$ cat src/hdl/portable_filename_validator_top_macros.svh
// assertion macros for the file name validator
`ifndef PORTABLE_FILENAME_VALIDATOR_TOP_MACROS_SVH
`define PORTABLE_FILENAME_VALIDATOR_TOP_MACROS_SVH
`ifndef NO_ASSERTIONS
// same-cycle implication, checked out of reset
`define PFV_ASSERT_IMP(lbl, clk, rst_n, ante, cons, msg) \
    lbl: assert property (@(posedge clk) disable iff (!rst_n) (ante) |-> (cons)) \
        else $error(msg);
// next-cycle implication, checked out of reset
`define PFV_ASSERT_NXT(lbl, clk, rst_n, ante, cons, msg) \
    lbl: assert property (@(posedge clk) disable iff (!rst_n) (ante) |=> (cons)) \
        else $error(msg);
`else
`define PFV_ASSERT_IMP(lbl, clk, rst_n, ante, cons, msg)
`define PFV_ASSERT_NXT(lbl, clk, rst_n, ante, cons, msg)
`endif
`endif

$ cat src/hdl/pfv_pkg.sv
// shared types and constants for the file name validator
package pfv_pkg;

    // default length limit
    localparam int MAX_NAME_LEN_DEF = 255;

    // byte codes
    localparam logic [7:0] CH_CTRL_LAST = 8'h1F;
    localparam logic [7:0] CH_DEL       = 8'h7F;
    localparam logic [7:0] CH_SPACE     = 8'h20;
    localparam logic [7:0] CH_DOT       = 8'h2E;
    localparam logic [7:0] CH_LT        = 8'h3C;
    localparam logic [7:0] CH_GT        = 8'h3E;
    localparam logic [7:0] CH_COLON     = 8'h3A;
    localparam logic [7:0] CH_QUOTE     = 8'h22;
    localparam logic [7:0] CH_SLASH     = 8'h2F;
    localparam logic [7:0] CH_BSLASH    = 8'h5C;
    localparam logic [7:0] CH_PIPE      = 8'h7C;
    localparam logic [7:0] CH_QMARK     = 8'h3F;
    localparam logic [7:0] CH_STAR      = 8'h2A;
    localparam logic [7:0] CH_LOW_A     = 8'h61;
    localparam logic [7:0] CH_LOW_Z     = 8'h7A;
    localparam logic [7:0] CH_CASE_BIT  = 8'h20;
    localparam logic [7:0] CH_DIGIT_1   = 8'h31;
    localparam logic [7:0] CH_DIGIT_9   = 8'h39;

    // base length codes
    localparam logic [2:0] BASE_THREE = 3'd3;
    localparam logic [2:0] BASE_FULL  = 3'd4;
    localparam logic [2:0] BASE_LONG  = 3'd5;

    // reserved device names
    localparam logic [23:0] RES_CON = "CON";
    localparam logic [23:0] RES_PRN = "PRN";
    localparam logic [23:0] RES_AUX = "AUX";
    localparam logic [23:0] RES_NUL = "NUL";
    localparam logic [23:0] RES_COM = "COM";
    localparam logic [23:0] RES_LPT = "LPT";

    // classification of one name byte
    typedef struct packed {
        logic       illegal;
        logic       is_dot;
        logic       is_space;
        logic [7:0] upper;
    } t_byte_info;

endpackage

$ cat src/hdl/portable_filename_validator_top.sv
// file name validator: one byte per cycle unless a last byte is stalled, one verdict word per name
// latency: verdict shows in the cycle after the last byte is accepted
// throughput: one byte per cycle while no last byte is stalled, set by the single state update step
// an output register lets the next name start while a verdict waits
// synchronous active-low reset clears the name state and the output valid
module portable_filename_validator_top #(
    parameter int MAX_NAME_LEN = pfv_pkg::MAX_NAME_LEN_DEF
) (
    input  logic       i_clk,
    input  logic       i_rst_n,
    input  logic       i_in_valid,
    output logic       o_in_stall,
    input  logic [7:0] i_name_byte,
    input  logic       i_last_byte,
    output logic       o_out_valid,
    input  logic       i_out_stall,
    output logic       o_name_valid
);

    `include "portable_filename_validator_top_macros.svh"

    localparam int CW = $clog2(MAX_NAME_LEN + 2);
    localparam logic [CW-1:0] MAX_LEN = CW'(MAX_NAME_LEN);

    pfv_pkg::t_byte_info w_info;

    logic [CW-1:0] r_cnt, n_cnt;
    logic [7:0]    r_chars [4];
    logic [7:0]    n_chars [4];
    logic [2:0]    r_bcnt, n_bcnt;
    logic          r_dot, n_dot;
    logic          r_bad, n_bad;
    logic          r_out_valid;
    logic          r_name_valid;
    logic          w_accept;
    logic          w_reserved;
    logic          w_verdict;
    logic [23:0]   w_head;

    pfv_byte_check u_byte_check (
        .i_byte (i_name_byte),
        .o_info (w_info)
    );

    // handshake: only a last byte waits for a held verdict
    assign o_in_stall   = r_out_valid && i_out_stall && i_last_byte;
    assign w_accept     = i_in_valid && !o_in_stall;
    assign o_out_valid  = r_out_valid;
    assign o_name_valid = r_name_valid;

    // next name state
    always_comb begin
        n_cnt   = (r_cnt <= MAX_LEN) ? r_cnt + 1'b1 : r_cnt;
        n_chars = r_chars;
        n_bcnt  = r_bcnt;
        n_dot   = r_dot;
        n_bad   = r_bad;
        if (!r_dot && !r_bad) begin
            if (w_info.illegal) begin
                n_bad = 1'b1;
            end else if (w_info.is_dot) begin
                n_dot = 1'b1;
            end else if (r_bcnt < pfv_pkg::BASE_FULL) begin
                n_chars[r_bcnt[1:0]] = w_info.upper;
                n_bcnt = r_bcnt + 1'b1;
            end else begin
                n_bcnt = pfv_pkg::BASE_LONG;
            end
        end
    end

    // reserved device name match
    always_comb begin
        w_head = {n_chars[0], n_chars[1], n_chars[2]};
        if (n_bcnt == pfv_pkg::BASE_THREE) begin
            w_reserved = (w_head == pfv_pkg::RES_CON) || (w_head == pfv_pkg::RES_PRN) ||
                         (w_head == pfv_pkg::RES_AUX) || (w_head == pfv_pkg::RES_NUL);
        end else if (n_bcnt == pfv_pkg::BASE_FULL) begin
            w_reserved = ((w_head == pfv_pkg::RES_COM) || (w_head == pfv_pkg::RES_LPT)) &&
                         (n_chars[3] >= pfv_pkg::CH_DIGIT_1) &&
                         (n_chars[3] <= pfv_pkg::CH_DIGIT_9);
        end else begin
            w_reserved = 1'b0;
        end
    end

    // verdict on the last byte
    assign w_verdict = !n_bad && (n_cnt <= MAX_LEN) && !w_info.is_dot &&
                       !w_info.is_space && !w_reserved;

    // name state registers
    always_ff @(posedge i_clk) begin
        if (!i_rst_n) begin
            r_cnt  <= '0;
            r_bcnt <= '0;
            r_dot  <= 1'b0;
            r_bad  <= 1'b0;
        end else if (w_accept) begin
            if (i_last_byte) begin
                r_cnt  <= '0;
                r_bcnt <= '0;
                r_dot  <= 1'b0;
                r_bad  <= 1'b0;
            end else begin
                r_cnt  <= n_cnt;
                r_bcnt <= n_bcnt;
                r_dot  <= n_dot;
                r_bad  <= n_bad;
            end
        end
    end

    // base characters, read only below the stored count
    always_ff @(posedge i_clk) begin
        if (w_accept) begin
            r_chars <= n_chars;
        end
    end

    // output word register
    always_ff @(posedge i_clk) begin
        if (!i_rst_n) begin
            r_out_valid <= 1'b0;
        end else if (w_accept && i_last_byte) begin
            r_out_valid <= 1'b1;
        end else if (!i_out_stall) begin
            r_out_valid <= 1'b0;
        end
    end

    always_ff @(posedge i_clk) begin
        if (w_accept && i_last_byte) begin
            r_name_valid <= w_verdict;
        end
    end

    // checks
    `PFV_ASSERT_NXT(a_last_clears, i_clk, i_rst_n, w_accept && i_last_byte, o_out_valid && (r_cnt == '0) && (r_bcnt == '0) && !r_dot && !r_bad, "state not cleared after last byte")
    `PFV_ASSERT_IMP(a_bcnt_range, i_clk, i_rst_n, 1'b1, r_bcnt <= pfv_pkg::BASE_LONG, "base count out of range")
    `PFV_ASSERT_IMP(a_cnt_sat, i_clk, i_rst_n, 1'b1, r_cnt <= MAX_LEN + 1'b1, "byte count past saturation")
    `PFV_ASSERT_IMP(a_dot_bad_excl, i_clk, i_rst_n, r_dot, !r_bad, "dot and bad flags both set")

endmodule

$ cat src/hdl/pfv_byte_check.sv
// per-byte classifier: illegal characters, dot, space and upper-case fold
module pfv_byte_check (
    input  logic [7:0]          i_byte,
    output pfv_pkg::t_byte_info o_info
);

    logic w_illegal;

    // forbidden byte set
    always_comb begin
        case (i_byte) inside
            [8'h00:pfv_pkg::CH_CTRL_LAST], pfv_pkg::CH_DEL, pfv_pkg::CH_LT,
            pfv_pkg::CH_GT, pfv_pkg::CH_COLON, pfv_pkg::CH_QUOTE,
            pfv_pkg::CH_SLASH, pfv_pkg::CH_BSLASH, pfv_pkg::CH_PIPE,
            pfv_pkg::CH_QMARK, pfv_pkg::CH_STAR: begin
                w_illegal = 1'b1;
            end
            default: begin
                w_illegal = 1'b0;
            end
        endcase
    end

    // classify the byte and fold lower case letters
    always_comb begin
        o_info.illegal  = w_illegal;
        o_info.is_dot   = (i_byte == pfv_pkg::CH_DOT);
        o_info.is_space = (i_byte == pfv_pkg::CH_SPACE);
        if (i_byte >= pfv_pkg::CH_LOW_A && i_byte <= pfv_pkg::CH_LOW_Z) begin
            o_info.upper = i_byte & ~pfv_pkg::CH_CASE_BIT;
        end else begin
            o_info.upper = i_byte;
        end
    end

endmodule

$ cat config.mk
export PLATFORM = sky130hd
export DESIGN_NAME = portable_filename_validator_top
export DESIGN_NICKNAME = d
export VERILOG_FILES = /design/src/hdl/pfv_pkg.sv /design/src/hdl/portable_filename_validator_top.sv /design/src/hdl/pfv_byte_check.sv
export VERILOG_INCLUDE_DIRS = /design/src /design/src/hdl
export SDC_FILE = /design/constraint.sdc
export NUM_CORES = 1
export LEC_CHECK = 0
export ABC_AREA = 1
export BUFFER_PORTS_ARGS = -buffer_cell sky130_fd_sc_hd__buf_2
export CORE_MARGIN = 2
export CORE_UTILIZATION = 60
export CTS_CLUSTER_SIZE = 20
export DETAILED_ROUTE_END_ITERATION = 10
export GPL_TIMING_DRIVEN = 0
export PLACE_DENSITY = 0.78
export SYNTH_ARGS = -nofsm -noshare
export SYNTH_HDL_FRONTEND = slang
export SYNTH_SLANG_ARGS = --single-unit
export TNS_END_PERCENT = 10
$ cat constraint.sdc
create_clock -name i_clk -period 3.8 [get_ports i_clk]
set_input_delay 0.38 -clock i_clk [delete_from_list [all_inputs] [get_ports i_clk]]
set_output_delay 0.38 -clock i_clk [all_outputs]
set_load 0.05 [all_outputs]
==> results of run 1 <==
[metrics by stage]
stage	instance area [sq um]	std cells	hold WS, ns	power [mW]	setup WS (ns)
6_report	3330	530	0.308	1.14	1.31
4_1_cts	3310	529	0.303	1.14	0.843
3_3_place_gp	3230	521	0.469	0.849	0.649
3_5_place_dp	3230	521	0.481	0.855	0.616
5_1_grt	3330	530	0.316	1.20	1.04
2_1_floorplan	3070	436	0.452	0.794	1.23
[tightest hold or removal path: stages]
cell and delay, ns:
buf_2 0.10, nand2_1 0.05, inv_1 0.04
[worst paths after layout]
path / from / to / slack (ns) / cells after the start
setup reg to reg: o_out_valid / r_cnt[0] / 1.36 / 9
setup / recovery: i_name_byte[7] / o_name_valid / 1.31 / 18
hold / removal: i_rst_n / o_out_valid / 0.31 / 3
hold reg to reg: r_cnt[2] / r_cnt[2] / 0.50 / 2
[metal layers]
layer | up-vias | share of wire
li1 | 1431 | -
met1 | 1262 | 0.45
met2 | 109 | 0.47
met3 | 17 | 0.060
met4 | 0 | 0.026
met5 | - | 0
[logic make-up (layout without fill, tap and decap cells)]
group | count (synthesis) | count (layout) | synth area share
buffers and inverters | 82 | 106 | 0.113
AND/OR/NAND/NOR | 269 | 269 | 0.387
adder cells (fa/ha/maj) | 5 | 5 | 0.0204
AO/OA/AOI/OAI | 32 | 32 | 0.0580
flip-flops | 48 | 48 | 0.421
[flip-flops by register name, summed over array words and instances, names as in the netlist]
signal / cells
r_bcnt: 3
r_cnt: 9
o_out_valid: 1
r_bad: 1
r_dot: 1
o_name_valid: 1
r_chars: 32
[cells in the final DEF, fill, tap and decap left out, drive strengths merged, types with 5 or more instances in the layout]
master / instances
ha: 5
clkbuf: 7
nand2: 155
a21oi: 11
inv: 74
buf: 23
nor2: 51
nand3: 54
o21ai: 14
edfxtp: 33
dfxtp: 15
[where the power goes]
group / internal, mW / switching (mW)
clock network: 0.128 / 0.160
logic: 0.0727 / 0.164
registers: 0.601 / 0.0117
total: 0.802 / 0.337
[final cells by class]
class / count / area [sq um] / share of cell area
timing repair buffer: 16 / 95.1 / 0.0286
multi-input combinational: 306 / 1430 / 0.429
inverter: 75 / 282 / 0.0846
tap: 70 / 87.6 / 0.0263
buffer: 7 / 65.1 / 0.0195
sequential: 48 / 1290 / 0.388
clock inverter: 1 / 3.75 / 0.00113
clock buffer: 7 / 76.3 / 0.0229
==> out/metrics.cfg, run 1 <==
[die]
die_y_um=75.5
die_w_um=75.5
dieArea_sq_mm=0.00570
fp-row-count=26
io_pins=16
initial_core_util=0.612
core_area_sq_mm=0.00501

[setup_path]
start_kind=primary input
worstPathArrival_ns=2.53
crit_chain=buf_2 -> inv_1 -> nand2_1 -> nor2_2 -> nand2_2 -> nand2_4 -> nor2_4 -> nand2_2 -> buf_6 -> nand2_1 -> o21ai_1 -> nand2_1 -> nor2_2 -> inv_1 -> nor2_1 -> nand2_1 -> a21oi_1 -> nor2_1
slowest_stage=inv_1
cp_slowest_stage_delay_ns=0.20
cpLargestDelayFamily=simple AND/OR/NAND/NOR gates
worst_setup_path_end_kind=flip-flop
cp.buffers_inverters=4
worstPathRequired_ns=3.85
cp_common_cell=nand2_1
crit_type=primary input to flip-flop
cp_max_fo=10

[clock_tree]
ctsResizeCount=0
cts.sinks=48
worst_setup_hold_path_clk_slew_ns=0.07
clock_latency_ns=0.30
clockBufferDepth=2
root_buffer=clkbuf_8
tritoncts=done
post_cts_buffers=0
numCtsBuffers=5
cts_hold_buf=0
htreeDepth=2

[synthesis]
synth_top_area_share=0.323
synth_area_leaders=edfxtp_1, nand2_1, dfxtp_1
synth.most_common_cell=nand2_1
synth_edf_count=33
synthFlopType=edfxtp_1
synthCells=436
syn_area_per_cell_sq_um=7.03
async_flop_share=0
yosys_warnings=0
ys_ff_latch=48
synth.yosys.seq_area_share=0.421
syn_nets=454
syn_area_sq_mm=0.00307
netlist_top_cells_count=nand2_1, inv_1, nand3_1, nor2_1, edfxtp_1
ys_types=27
yosysTopAreaCell=edfxtp_1

[cells_and_area]
final_layout_size_suffix_gt1_frac=0.117
diodes=0
fillers=478
areaGrowthSynthToFinish_pct=8.57
fin_util=0.664
nNetsFinal=477

[detailed_routing]
dr.pass1.iters=6
dr_total_vias=2819
wl_per_cell_um=12.8
routed_wl_um=6800
first_iter_violations=324
antenna_left=0
avgViaCountPerCell=5.32
drc=0

[place]
numPortBuffers=15
place_congestion=0.951
hpwlAfterDp_um=5010

[sta]
finalSetupTns_ns=0
slew_headroom=0.577
drv_slew=0
hold_violations=0
tightest_slew_ns=0.627
fin_crit_ns=2.49
finalCritPeriodShare=0.655
fin_worst_skew_ns=0.0104
rsz0062_at_grt=no
fmax_mhz=402
finalSetupViolCount=0

[global_route]
grt-ovfl-total=0
grt_max_degree=38
gr-usage-met1=0.340
grtUsageTotal=0.260
busiest_layer=met2
grt_use_met3=0.0489
grt_pass1_wl_um=11200
antenna_found_initial=0
grt_pass1_vias=2530
use_met2=0.438

[hold_path]
min_path_type=primary input to flip-flop

[flow_run]
max_cap_violations=0

[power_and_ir_drop]
powerDensity_mw_per_mm2=342
max-vdd-ir-drop_mv=0.197
p_leak_nw=1.62

[status]
status=complete, no violations

No activity file was read; power rests on OpenSTA's default activity.
==> run 2, diff against run 1 <==
- clock period: 3.8 -> 2.6 ns (I/O delays scaled with it)
==> run 2 against run 1 <==
Compared with the run above: combinational power rose by 47%; highest routed layer unchanged; design area rose by 0.19%; register-to-register slack got worse by 1.1 ns; flip-flop and latch count did not move.
==> out/metrics.cfg, run 2 (same netlist as run 1, synthesis figures left out) <==
[clock_tree]
tritoncts=done
cts_hold_buf=0
worst_setup_hold_path_clk_slew_ns=0.08
clock_latency_ns=0.30
clockBufferDepth=2
htreeDepth=2
root_buffer=clkbuf_8
cts.sinks=48
numCtsBuffers=5

[die]
io_pins=16
core_area_sq_mm=0.00501
die_w_um=75.5
dieArea_sq_mm=0.00570
initial_core_util=0.612
fp-row-count=26
die_y_um=75.5

[cells_and_area]
areaGrowthSynthToFinish_pct=8.78
layout_commonest_cell=nand2_1
nNetsFinal=479
largest_register_ffs=32
diodes=0
layout_common_cells=nand2_1, inv_1, nand3_1
fin_cells=532
postLayoutCellArea_sq_mm=0.00333
final_layout_size_suffix_gt1_frac=0.123
top_register=r_chars
top_regs=r_chars: 32 flops, r_cnt: 9 flops, r_bcnt: 3 flops

[power_and_ir_drop]
power_mw=1.67
max-vdd-ir-drop_mv=0.275
p_leak_nw=1.62
powerDensity_mw_per_mm2=501

[sta]
drv_slew=0
tightest_slew_ns=0.814
fin_worst_skew_ns=0.00985
timing.final.ws_setup_ns=0.243
slew_headroom=0.454
whs_ns=0.186
finalSetupViolCount=0
fin_crit_ns=2.36
rsz0062_at_grt=no
hold_violations=0
finalCritPeriodShare=0.907
fmax_mhz=424

[setup_path]
crit_chain=buf_2 -> inv_1 -> nand2_1 -> nor2_2 -> nand2_2 -> nand2_4 -> nor2_4 -> nand2_2 -> buf_6 -> nand2_1 -> o21ai_1 -> nand2_1 -> nor2_2 -> inv_1 -> nor2_1 -> nand2_1 -> a21oi_1 -> nor2_1
crit_type=primary input to flip-flop
worstPathRequired_ns=2.65
reg2regPathDepth=15
worst_setup_path_end_kind=flip-flop
start_kind=primary input
slowest_stage=inv_1
cp_max_fo=10
worstPathArrival_ns=2.40
cp_common_cell=nand2_1
cp_slowest_stage_delay_ns=0.20

[detailed_routing]
drc=0
dr.pass1.iters=6
antenna_left=0
wl_per_cell_um=13.0
avgViaCountPerCell=5.34
dr_total_vias=2841
routed_wl_um=6940
first_iter_violations=350

[global_route]
grt_pass1_wl_um=11500
grt_max_degree=19
grtUsageTotal=0.267
antenna_found_initial=0
grt-ovfl-total=0
grt_pass1_vias=2557

[place]
numPortBuffers=15
place_congestion=0.951
place_inst=521
hpwlAfterDp_um=5010
dp_slack_ns=-0.464
place_area_sq_mm=0.00323

[hold_path]
min_path_type=primary input to flip-flop
hold_depth=3

[status]
status=complete, no violations

[flow_run]
max_cap_violations=0

[run 2: metal layers]
layer | track usage | wire length, um | vias to the layer above
li1 | - | - | 1433
met1 | 0.346 | 3030 | 1254
met2 | 0.448 | 3240 | 136
met3 | 0.0529 | 480 | 18
met4 | 0.0916 | 191 | 0
met5 | 0 | 0 | -
[run 2: through the flow]
step / TNS, ns / utilization
2_1_floorplan: 0 / -
3_3_place_gp: -1.91 / 0.644
3_5_place_dp: -2.33 / 0.644
4_1_cts: 0 / 0.665
5_1_grt: 0 / 0.666
6_report: 0 / 0.666
[run 2: repair_timing]
action | CTS | global route
hold endpoints to repair | 0 | 0
endpoints found under the setup margin | 11 | 18
resized for setup | 2 | 1
buffers inserted | 2 | 0
cloned | 1 | 0
[run 2: area by class of cell]
cell class	instances	area [sq um]
clock buffers	7	76.3
well taps	70	87.6
inverters	75	285
multi-input cells	306	1430
fillers	480	1680
repair inverters	1	7.51
clock inverters	1	3.75
plain buffers	7	65.1
flip-flops and latches	48	1290
repair buffers	17	90.1
[run 2: worst max-delay path: cells and delay by family]
family | cells | cell delay (ns)
buf+inv | 4 | 0.54
simple gates | 12 | 1.26
compound gates | 2 | 0.34
[run 2: final timing paths]
check / slack [ns] / start / endpoint
worst min register to register: 0.50 / r_cnt[2] / r_cnt[2]
worst min-delay path: 0.19 / i_rst_n / o_out_valid
worst max register to register: 0.25 / r_bcnt[0] / o_name_valid
worst max-delay path: 0.24 / i_name_byte[7] / o_name_valid
[run 2: power breakdown]
| group | internal, mW | leakage (nW) | switching (mW) | total (mW) |
|---|---|---|---|---|
| registers | 0.878 | 0.443 | 0.0172 | 0.895 |
| logic | 0.106 | 1.14 | 0.243 | 0.349 |
| clock network | 0.188 | 0.0399 | 0.237 | 0.425 |
| total | 1.17 | 1.62 | 0.498 | 1.67 |
